<file path="src/sv/text_console_character_writer_unit_assert.svh">
// Assertion macros for the text console character writer.
// Taken in by the modules that carry concurrent assertions; needs clk and rst_n in scope.
`ifndef TEXT_CONSOLE_CHARACTER_WRITER_UNIT_ASSERT_SVH
`define TEXT_CONSOLE_CHARACTER_WRITER_UNIT_ASSERT_SVH

`ifndef ASSERT_OFF

// Same-cycle implication, checked out of reset.
`define TCCW_ASSERT_IMP(label, ante, cons, msg) \
    label: assert property (@(posedge clk) disable iff (!rst_n) (ante) |-> (cons)) \
        else $error(msg);

// Next-cycle implication, checked out of reset.
`define TCCW_ASSERT_NXT(label, ante, cons, msg) \
    label: assert property (@(posedge clk) disable iff (!rst_n) (ante) |=> (cons)) \
        else $error(msg);

`else

`define TCCW_ASSERT_IMP(label, ante, cons, msg)
`define TCCW_ASSERT_NXT(label, ante, cons, msg)

`endif

`endif

</file>
<file path="src/sv/tccw_pkg.sv">
// Shared types, constants and helpers of the text console character writer.
// No dependencies; imported by every module of the block.
package tccw_pkg;

    localparam int COLUMNS    = 80;
    localparam int ROWS       = 25;
    localparam int CELL_COUNT = ROWS * COLUMNS;
    localparam int MOVE_COUNT = (ROWS - 1) * COLUMNS;

    localparam int ADDR_W = $clog2(CELL_COUNT);
    localparam int ROW_W  = $clog2(ROWS);
    localparam int COL_W  = $clog2(COLUMNS);
    localparam int WIDE_W = ((ADDR_W > 11) ? ADDR_W : 11) + 1;

    typedef logic [ADDR_W-1:0] addr_t;
    typedef logic [ROW_W-1:0]  row_t;
    typedef logic [COL_W-1:0]  col_t;
    typedef logic [15:0]       cell_t;

    localparam row_t  ROW_LAST  = ROW_W'(ROWS - 1);
    localparam col_t  COL_LAST  = COL_W'(COLUMNS - 1);
    localparam addr_t CELL_LAST = ADDR_W'(CELL_COUNT - 1);

    localparam logic [7:0] CH_NEWLINE   = 8'd10;
    localparam logic [7:0] CH_BACKSPACE = 8'd8;
    localparam logic [7:0] CH_SPACE     = 8'd32;
    localparam logic [7:0] COLOR_RESET  = 8'd7;
    localparam cell_t      BLANK_RESET  = {COLOR_RESET, CH_SPACE};

    typedef enum logic [2:0] {
        REQ_PUT    = 3'd0,
        REQ_UP     = 3'd1,
        REQ_DOWN   = 3'd2,
        REQ_LEFT   = 3'd3,
        REQ_RIGHT  = 3'd4,
        REQ_DELETE = 3'd5,
        REQ_READ   = 3'd6,
        REQ_CLEAR  = 3'd7
    } req_kind_t;

    typedef struct packed {
        logic [2:0]  req_type;
        logic [7:0]  char_code;
        logic [10:0] cell_index;
    } in_item_t;

    typedef struct packed {
        logic [10:0] cursor_pos;
        logic [7:0]  serial_byte;
        logic        serial_valid;
        logic [15:0] cell_data;
    } out_item_t;

    // One write port and one read port of the screen store.
    typedef struct packed {
        logic  wr_en;
        addr_t wr_addr;
        cell_t wr_data;
        logic  rd_en;
        addr_t rd_addr;
    } ram_port_t;

    // What one request does to the cursor and to the cell under it.
    typedef struct packed {
        row_t       row_next;
        col_t       col_next;
        logic       wr_en;
        addr_t      wr_addr;
        logic [7:0] wr_char;
        logic       scroll;
    } cursor_plan_t;

    function automatic addr_t cell_addr(row_t r, col_t c);
        addr_t rr = ADDR_W'(r);
        return ADDR_W'(rr * ADDR_W'(COLUMNS)) + ADDR_W'(c);
    endfunction

    function automatic logic [10:0] pos_field(addr_t a);
        logic [WIDE_W-1:0] w = WIDE_W'(a);
        return w[10:0];
    endfunction

endpackage

</file>
<file path="src/sv/tccw_cursor.sv">
// Cursor arithmetic of the text console: next position, cell write and scroll request.
// Depends on tccw_pkg for the request codes and the plan struct.
module tccw_cursor
    import tccw_pkg::*;
(
    input  logic [2:0]   req_type,
    input  logic [7:0]   char_code,
    input  row_t         row,
    input  col_t         col,
    output cursor_plan_t plan
);

    row_t left_row;
    col_t left_col;
    row_t right_row;
    col_t right_col;

    // Stepping left or right wraps across a row end but stops at the screen corners.
    always_comb
    begin
        left_row  = row;
        left_col  = col;
        right_row = row;
        right_col = col;
        if (col != '0)
        begin
            left_col = col - 1'b1;
        end
        else if (row != '0)
        begin
            left_row = row - 1'b1;
            left_col = COL_LAST;
        end
        if (col != COL_LAST)
        begin
            right_col = col + 1'b1;
        end
        else if (row != ROW_LAST)
        begin
            right_row = row + 1'b1;
            right_col = '0;
        end
    end

    always_comb
    begin
        plan          = '0;
        plan.row_next = row;
        plan.col_next = col;
        plan.wr_addr  = cell_addr(row, col);
        plan.wr_char  = CH_SPACE;
        case (req_type)
            REQ_PUT:
            begin
                if (char_code == CH_NEWLINE)
                begin
                    plan.col_next = '0;
                    if (row == ROW_LAST)
                    begin
                        plan.scroll = 1'b1;
                    end
                    else
                    begin
                        plan.row_next = row + 1'b1;
                    end
                end
                else if (char_code == CH_BACKSPACE)
                begin
                    plan.row_next = left_row;
                    plan.col_next = left_col;
                    plan.wr_en    = 1'b1;
                    plan.wr_addr  = cell_addr(left_row, left_col);
                end
                else
                begin
                    plan.wr_en   = 1'b1;
                    plan.wr_char = char_code;
                    if (col == COL_LAST)
                    begin
                        plan.col_next = '0;
                        if (row == ROW_LAST)
                        begin
                            plan.scroll = 1'b1;
                        end
                        else
                        begin
                            plan.row_next = row + 1'b1;
                        end
                    end
                    else
                    begin
                        plan.col_next = col + 1'b1;
                    end
                end
            end
            REQ_UP:
            begin
                if (row != '0)
                begin
                    plan.row_next = row - 1'b1;
                end
            end
            REQ_DOWN:
            begin
                if (row != ROW_LAST)
                begin
                    plan.row_next = row + 1'b1;
                end
            end
            REQ_LEFT:
            begin
                plan.row_next = left_row;
                plan.col_next = left_col;
            end
            REQ_RIGHT:
            begin
                plan.row_next = right_row;
                plan.col_next = right_col;
            end
            REQ_DELETE:
            begin
                plan.wr_en    = 1'b1;
                plan.row_next = right_row;
                plan.col_next = right_col;
            end
            REQ_CLEAR:
            begin
                plan.row_next = '0;
                plan.col_next = '0;
            end
            default:
            begin
                plan.row_next = row;
                plan.col_next = col;
            end
        endcase
    end

endmodule

</file>
<file path="config.mk">
export PLATFORM = sky130hd
export DESIGN_NAME = tccw_cursor
export DESIGN_NICKNAME = d
export VERILOG_FILES = /design/src/sv/text_console_character_writer_unit_assert.svh /design/src/sv/tccw_pkg.sv /design/src/sv/tccw_cursor.sv
export SDC_FILE = /design/constraint.sdc
export NUM_CORES = 1
export LEC_CHECK = 0
export BUFFER_PORTS_ARGS = -buffer_cell sky130_fd_sc_hd__buf_2
export CAP_MARGIN = 5
export CORE_ASPECT_RATIO = 0.6
export CORE_MARGIN = 1
export CORE_UTILIZATION = 47
export DETAILED_ROUTE_END_ITERATION = 16
export PLACE_DENSITY = 0.72
export SETUP_SLACK_MARGIN = 0.15
export SYNTH_ARGS = -nofsm -noshare
export SYNTH_HDL_FRONTEND = slang
export SYNTH_SLANG_ARGS = --single-unit
</file>
<file path="constraint.sdc">
create_clock -name vclk -period 13.1
set_input_delay 1.965 -clock vclk [all_inputs]
set_output_delay 1.965 -clock vclk [all_outputs]
set_load 0.02 [all_outputs]
</file>
==> impl_metrics.prom, run 1 <==
# TYPE chip_impl_metric gauge
chip_impl_info{name="status",value="finished, final reports clean"} 1
chip_impl_info{name="critPathKind",value="in -> out"} 1
chip_impl_metric{name="drcViolationCount",unit=""} 0
chip_impl_info{name="critPathLaunchType",value="input pin"} 1
chip_impl_metric{name="use_met2",unit="%"} 43.0
chip_impl_metric{name="cts.repair_timing.setup_buffer_count",unit=""} 0
chip_impl_metric{name="met3_usage",unit="%"} 5.00
chip_impl_metric{name="clockBufferCount",unit=""} 0
chip_impl_metric{name="multi_input_area",unit="sq mm"} 0.00204
chip_impl_metric{name="hold_path_depth",unit=""} 3
chip_impl_metric{name="power_report.internal_total",unit="uW"} 38.7
chip_impl_metric{name="routabilityCongestion",unit=""} 0.986
chip_impl_metric{name="slew-limit-headroom",unit="%"} 32.0
chip_impl_metric{name="critPathMaxFanout",unit=""} 8
chip_impl_metric{name="setup_total_negative_slack",unit="ns"} 0
chip_impl_metric{name="die_h",unit="um"} 54.9
chip_impl_info{name="min_path_type",value="in -> out"} 1
chip_impl_metric{name="wl_per_cell",unit="um"} 16.2
chip_impl_metric{name="grt_use_total",unit="%"} 28.0
chip_impl_metric{name="grt_first_pass_wirelength",unit="mm"} 11.2
chip_impl_metric{name="start_util",unit="%"} 51.2
chip_impl_metric{name="timing_hold_violations_final",unit=""} 0
chip_impl_metric{name="hpwl",unit="mm"} 5.34
chip_impl_metric{name="vias",unit=""} 2586
chip_impl_metric{name="tightestPinTransition",unit="ns"} 1.01
chip_impl_metric{name="chipWidth",unit="um"} 90.1
chip_impl_metric{name="place.port_buffers",unit=""} 56
chip_impl_metric{name="pwr-share-comb",unit="%"} 100.0
chip_impl_metric{name="antenna-diode-count",unit=""} 0
chip_impl_metric{name="postLayoutSetupSlackWorst",unit="ns"} 5.41
chip_impl_metric{name="routed_via_density",unit=""} 6.22
chip_impl_metric{name="clock_power_share",unit="%"} 0
chip_impl_metric{name="grt_antenna_before_repair",unit=""} 0
chip_impl_metric{name="cts_hold_buffers",unit=""} 0
chip_impl_info{name="rsz_0062_raised_after_global_routing",value="no"} 1
chip_impl_metric{name="firstDrtPassIters",unit=""} 5
chip_impl_info{name="busiest_layer",value="met2"} 1
chip_impl_info{name="timing.critical_path.to_type",value="output pin"} 1
chip_impl_metric{name="fp.dieArea",unit="sq mm"} 0.00495
chip_impl_metric{name="drive_above_1_share",unit="%"} 20.8
chip_impl_metric{name="switching_power",unit="uW"} 65.3
chip_impl_metric{name="global_route.overflow_total",unit=""} 0
chip_impl_metric{name="pwr_dens",unit="mW/mm^2"} 42.4
chip_impl_metric{name="max_cap_violations",unit=""} 0
chip_impl_metric{name="area_overhead_of_the_layout_relative_to_synthesis",unit="%"} 12.1
chip_impl_metric{name="placement.setup.worst_slack",unit="ns"} 5.49
chip_impl_metric{name="synthesis.area",unit="sq mm"} 0.00219
chip_impl_metric{name="ys.warnings.count",unit=""} 0
chip_impl_metric{name="share_of_the_core_filled_with_cells_in_the_final_layout",unit="%"} 57.4
chip_impl_metric{name="drt-initial-drc-count",unit=""} 370
chip_impl_metric{name="vdd_drop_max",unit="mV"} 0.0269
chip_impl_info{name="capture_endpoint_of_the_worst_hold_path",value="plan[3]"} 1
chip_impl_metric{name="sequential_cell_area",unit="sq um"} 0
chip_impl_metric{name="total_of_endpoints_with_negative_setup_slack_in_the_final_report",unit=""} 0
chip_impl_metric{name="leakage",unit="nW"} 1.08
chip_impl_metric{name="max_freq",unit="MHz"} 130
chip_impl_metric{name="fin_crit_sh",unit="%"} 58.7
chip_impl_metric{name="power.share.sequential",unit="%"} 0
chip_impl_metric{name="filler_cell_count",unit=""} 429
chip_impl_metric{name="seq_cells",unit=""} 0
chip_impl_metric{name="finalPower",unit="uW"} 104
chip_impl_metric{name="worst_hold_slack_after_final_layout",unit="ns"} 4.27
chip_impl_metric{name="synthesis.instances",unit=""} 320
chip_impl_info{name="worstHoldStart",value="char_code[2]"} 1
chip_impl_metric{name="syn_nets",unit=""} 371
chip_impl_metric{name="power_switching_share",unit="%"} 62.8
chip_impl_metric{name="std_cell_rows",unit=""} 18
chip_impl_metric{name="postRouteAntennaNets",unit=""} 0
chip_impl_metric{name="cts_resized",unit=""} 0
chip_impl_metric{name="first_global_vias",unit=""} 2206
chip_impl_metric{name="worst_ep_required_time",unit="ns"} 11.14
chip_impl_metric{name="drt_wirelength",unit="mm"} 6.74
chip_impl_metric{name="post_synth.cell_area_avg",unit="sq um"} 6.85
chip_impl_metric{name="floorplan.core_area",unit="sq mm"} 0.00428
chip_impl_metric{name="post-route-min-period",unit="ns"} 7.69
chip_impl_metric{name="number_of_primary_i_o_pins",unit=""} 56
chip_impl_metric{name="global_route.usage.met1",unit="%"} 41.8
chip_impl_metric{name="worstPathArrival",unit="ns"} 5.72
chip_impl_metric{name="yosys.cell_types.count",unit=""} 63
chip_impl_metric{name="maxSlewViolCount",unit=""} 0
chip_impl_metric{name="grt_start_max_net_pins",unit=""} 22
chip_impl_metric{name="final_nets",unit=""} 409
chip_impl_metric{name="synth_sequential_area_ratio",unit="%"} 0
==> critical path, stage by stage <==
cell and delay, ns:
sky130_fd_sc_hd__buf_2 0.16, sky130_fd_sc_hd__inv_1 0.23, sky130_fd_sc_hd__ha_1 0.33, sky130_fd_sc_hd__or4b_4 0.55
sky130_fd_sc_hd__nand3_2 0.15, sky130_fd_sc_hd__mux2i_1 0.40, sky130_fd_sc_hd__ha_1 0.31, sky130_fd_sc_hd__ha_1 0.22
sky130_fd_sc_hd__fa_1 0.38, sky130_fd_sc_hd__xnor2_1 0.24, sky130_fd_sc_hd__nor2_1 0.08, sky130_fd_sc_hd__o21ai_0 0.10
sky130_fd_sc_hd__xor2_1 0.19, sky130_fd_sc_hd__xnor2_1 0.14, sky130_fd_sc_hd__a21oi_1 0.08, sky130_fd_sc_hd__buf_2 0.20
==> Yosys cell counts (all sizes together) (2+ instances only) <==
library cell  number  share of area, %
or3                2              0.57
ha                24                14
o21ai             27               6.2
o32ai              2              0.80
xnor2             15               6.0
inv               15               2.6
and3               7               2.1
or4                2               1.0
nor3               7               1.8
nor2              39               7.0
buf               11               2.6
a21oi             21               5.3
a21boi             2              0.69
o311ai             2              0.80
a31oi             12               4.1
o221ai             3               1.2
o22ai              5               1.4
and2               7               2.1
fa                 4               3.7
nand4              3              0.86
a21o               6               2.1
o2111ai            2              0.80
nand3             13               3.8
nand2b             4               1.1
o21a               2              0.69
nor4               2               1.9
clkbuf             9               1.5
a22oi              2              0.69
nand2             27               4.6
mux2i              6               2.7
o211a              2              0.91
mux2               2               1.0
xor2               6               2.4
o211ai             4               1.4
nor2b              3              0.86
a211oi             4               1.4
==> cell families after synthesis <==
group / after synthesis / synth area share, %
adder cells (fa/ha/maj): 28 / 17.4
AND/OR/NAND/NOR: 122 / 31.1
AO/OA/AOI/OAI: 105 / 32.5
XOR/XNOR: 21 / 8.40
multiplexers: 8 / 3.77
buffers and inverters: 36 / 6.91
==> power groups by stage <==
| stage | sequential [mW] | clock, mW | combinational, mW |
|---|---|---|---|
| finish | 0 | 0 | 0.104 |
| global placement | 0 | 0 | 0.102 |
| CTS | 0 | 0 | 0.103 |
| detailed placement | 0 | 0 | 0.102 |
| global route | 0 | 0 | 0.115 |
| floorplan | 0 | 0 | 0.0743 |
==> cell usage in the layout (no fill, tap or decap), types with 11 or more instances in the layout <==
cell type / netlist / layout
sky130_fd_sc_hd__nor2_1: 38 / 38
sky130_fd_sc_hd__buf_2: 7 / 56
sky130_fd_sc_hd__a31oi_1: 11 / 11
sky130_fd_sc_hd__o21ai_0: 25 / 25
sky130_fd_sc_hd__xnor2_1: 15 / 15
sky130_fd_sc_hd__a21oi_1: 20 / 20
sky130_fd_sc_hd__inv_1: 15 / 15
sky130_fd_sc_hd__ha_1: 24 / 24
sky130_fd_sc_hd__nand2_1: 27 / 27
sky130_fd_sc_hd__nand3_1: 11 / 11
==> metrics by stage <==
stage,std cells,instance area (sq um)
floorplan,320,2190
global placement,416,2450
detailed placement,416,2450
CTS,416,2450
global route,416,2450
finish,416,2450
==> worst max path at each step <==
stage	startpoint	endpoint	cells after the start
after floorplan	row[1]	plan[19]	14
after global placement	row[1]	plan[19]	16
after detailed placement	row[1]	plan[19]	16
after CTS	row[1]	plan[19]	16
after global routing	row[1]	plan[19]	16
final	row[1]	plan[19]	16
==> layer usage <==
layer / vias to the layer above / wire length [um]
met1: 1168 / 3140
met3: 0 / 798
met2: 159 / 2810
li1: 1259 / -
met5: - / 0
met4: 0 / 0
==> final cells by class <==
| type | instances | share of cell area [%] |
|---|---|---|
| multi-input combinational | 284 | 83.1 |
| timing repair buffer | 56 | 11.4 |
| tap | 60 | 3.06 |
| inverter | 16 | 2.45 |
(Power assumes the default switching activity.)
==> inputs of run 2 (changes only) <==
clock period = 7.15 ns   (was 13.1 ns; I/O delays follow)
==> impl_metrics.prom, run 2 (same netlist as run 1, synthesis figures left out) <==
# TYPE chip_impl_metric gauge
chip_impl_metric{name="post-route-min-period",unit="ns"} 5.91
chip_impl_metric{name="fp.dieArea",unit="sq mm"} 0.00495
chip_impl_metric{name="worst_hold_slack_after_final_layout",unit="ns"} 2.49
chip_impl_metric{name="sequential_cell_area",unit="sq um"} 0
chip_impl_metric{name="switching_power",unit="uW"} 119
chip_impl_metric{name="detail_route.wirelength.met1",unit="mm"} 3.17
chip_impl_metric{name="cts_resized",unit=""} 0
chip_impl_metric{name="chipWidth",unit="um"} 90.1
chip_impl_metric{name="cts.repair_timing.setup_buffer_count",unit=""} 0
chip_impl_metric{name="place.port_buffers",unit=""} 56
chip_impl_metric{name="timing_hold_violations_final",unit=""} 0
chip_impl_metric{name="drt_wirelength",unit="mm"} 6.73
chip_impl_info{name="timing.critical_path.cells",value="buf_2 -> inv_1 -> ha_1 -> or4b_4 -> nand3_2 -> mux2i_1 -> ha_1 -> ha_1 -> fa_1 -> nand2_1 -> nor2_1 -> o21ai_0 -> xor2_1 -> xnor2_1 -> a21oi_1 -> buf_2"} 1
chip_impl_metric{name="finalPower",unit="uW"} 190
chip_impl_metric{name="cts_hold_buffers",unit=""} 0
chip_impl_metric{name="area_overhead_of_the_layout_relative_to_synthesis",unit="%"} 12.1
chip_impl_metric{name="setup_total_negative_slack",unit="ns"} 0
chip_impl_metric{name="critPathMaxFanout",unit=""} 8
chip_impl_info{name="critPathLaunchType",value="input pin"} 1
chip_impl_metric{name="drcViolationCount",unit=""} 0
chip_impl_metric{name="grt_antenna_before_repair",unit=""} 0
chip_impl_metric{name="worstPathArrival",unit="ns"} 4.84
chip_impl_metric{name="leakage",unit="nW"} 1.08
chip_impl_metric{name="final_nets",unit=""} 409
chip_impl_metric{name="max_cap_violations",unit=""} 0
chip_impl_metric{name="pwr_dens",unit="mW/mm^2"} 77.4
chip_impl_metric{name="drive_above_1_share",unit="%"} 20.8
chip_impl_info{name="layout_commonest_cell",value="sky130_fd_sc_hd__buf_2"} 1
chip_impl_metric{name="floorplan.core_area",unit="sq mm"} 0.00428
chip_impl_metric{name="max_freq",unit="MHz"} 169
chip_impl_metric{name="multi_input_area",unit="sq mm"} 0.00204
chip_impl_metric{name="tightestPinTransition",unit="ns"} 1.03
chip_impl_metric{name="filler_cell_count",unit=""} 426
chip_impl_info{name="kind_of_cell_adding_the_most_delay_to_the_critical_path",value="adder cells"} 1
chip_impl_metric{name="postRouteAntennaNets",unit=""} 0
chip_impl_metric{name="grt_first_pass_wirelength",unit="mm"} 11.0
chip_impl_metric{name="routed_via_density",unit=""} 6.33
chip_impl_metric{name="global_route.overflow_total",unit=""} 0
chip_impl_metric{name="grt_start_max_net_pins",unit=""} 22
chip_impl_metric{name="power_switching_share",unit="%"} 62.7
chip_impl_metric{name="stdcell_count",unit=""} 416
chip_impl_info{name="rsz_0062_raised_after_global_routing",value="no"} 1
chip_impl_metric{name="firstDrtPassIters",unit=""} 5
chip_impl_metric{name="power.share.sequential",unit="%"} 0
chip_impl_metric{name="grt_use_total",unit="%"} 27.6
chip_impl_metric{name="wl_met3",unit="um"} 778
chip_impl_info{name="min_path_type",value="in -> out"} 1
chip_impl_metric{name="clock_power_share",unit="%"} 0
chip_impl_metric{name="hpwl",unit="mm"} 5.37
chip_impl_info{name="routed.top_layer",value="met4"} 1
chip_impl_metric{name="die_h",unit="um"} 54.9
chip_impl_metric{name="power_report.internal_total",unit="uW"} 70.9
chip_impl_metric{name="total_of_endpoints_with_negative_setup_slack_in_the_final_report",unit=""} 0
chip_impl_metric{name="wl_per_cell",unit="um"} 16.2
chip_impl_metric{name="antenna-diode-count",unit=""} 0
chip_impl_metric{name="maxSlewViolCount",unit=""} 0
chip_impl_metric{name="seq_cells",unit=""} 0
chip_impl_metric{name="vias",unit=""} 2635
chip_impl_metric{name="crit_path_max_incr_delay",unit="ns"} 0.54
chip_impl_metric{name="worst_ep_required_time",unit="ns"} 6.08
chip_impl_metric{name="met2RoutedLength",unit="mm"} 2.76
chip_impl_metric{name="pwr-share-comb",unit="%"} 100.0
chip_impl_metric{name="clockBufferCount",unit=""} 0
chip_impl_metric{name="number_of_primary_i_o_pins",unit=""} 56
chip_impl_metric{name="critPathBufInv",unit=""} 3
chip_impl_info{name="critical-path-slowest-cell",value="sky130_fd_sc_hd__or4b_4"} 1
chip_impl_metric{name="drt-initial-drc-count",unit=""} 270
chip_impl_metric{name="std_cell_rows",unit=""} 18
chip_impl_metric{name="slew-limit-headroom",unit="%"} 31.1
chip_impl_metric{name="vdd_drop_max",unit="mV"} 0.0469
chip_impl_info{name="critPathKind",value="in -> out"} 1
chip_impl_metric{name="post-place-cells",unit=""} 416
chip_impl_metric{name="first_global_vias",unit=""} 2144
chip_impl_info{name="critical_path.most_common_cell",value="sky130_fd_sc_hd__ha_1"} 1
chip_impl_metric{name="start_util",unit="%"} 51.2
chip_impl_info{name="timing.critical_path.to_type",value="output pin"} 1
chip_impl_info{name="status",value="finished, final reports clean"} 1
chip_impl_metric{name="routabilityCongestion",unit=""} 0.986
chip_impl_metric{name="fin_crit_sh",unit="%"} 82.7
chip_impl_info{name="layout_common_cells",value="sky130_fd_sc_hd__buf_2, sky130_fd_sc_hd__nor2_1, sky130_fd_sc_hd__nand2_1"} 1
==> run 2: cell counts in the layout (fill, tap and decap cells not counted) <==
No cell type changed its count.
==> run 2: final cells by class <==
class,count,share of cell area [%]
Tap cell,60,3.06
Timing Repair Buffer,56,11.4
Inverter,16,2.45
Multi-Input combinational cell,284,83.1
==> run 2: path summary, 6_finish.rpt <==
| kind | endpoint | start | depth (start not counted) | slack (ns) |
|---|---|---|---|---|
| worst min-delay path | plan[3] | char_code[2] | 3 | 2.49 |
| worst max-delay path | plan[19] | row[1] | 16 | 1.24 |
==> run 2: metrics by stage <==
stage               worst slack [ns]  utilization [%]  instance area, sq um
finish                          1.24             57.4                  2450
CTS                             1.30             57.4                  2450
global placement                1.43             57.4                  2450
detailed placement              1.33             57.4                  2450
global route                   0.994             57.4                  2450
floorplan                       1.76                -                  2190
==> run 2: per-layer routing <==
metal  GRT usage [%]  up-vias
li1                -     1262
met1            41.6     1213
met2            41.2      156
met3            5.56        4
met4            2.69        0
met5               0        -
==> run 2: power by group through the flow <==
stage                     clock network (mW)  registers (mW)  logic (mW)
final                                      0               0       0.190
after global routing                       0               0       0.209
after CTS                                  0               0       0.188
after detailed placement                   0               0       0.187
after global placement                     0               0       0.187
after floorplan                            0               0       0.136
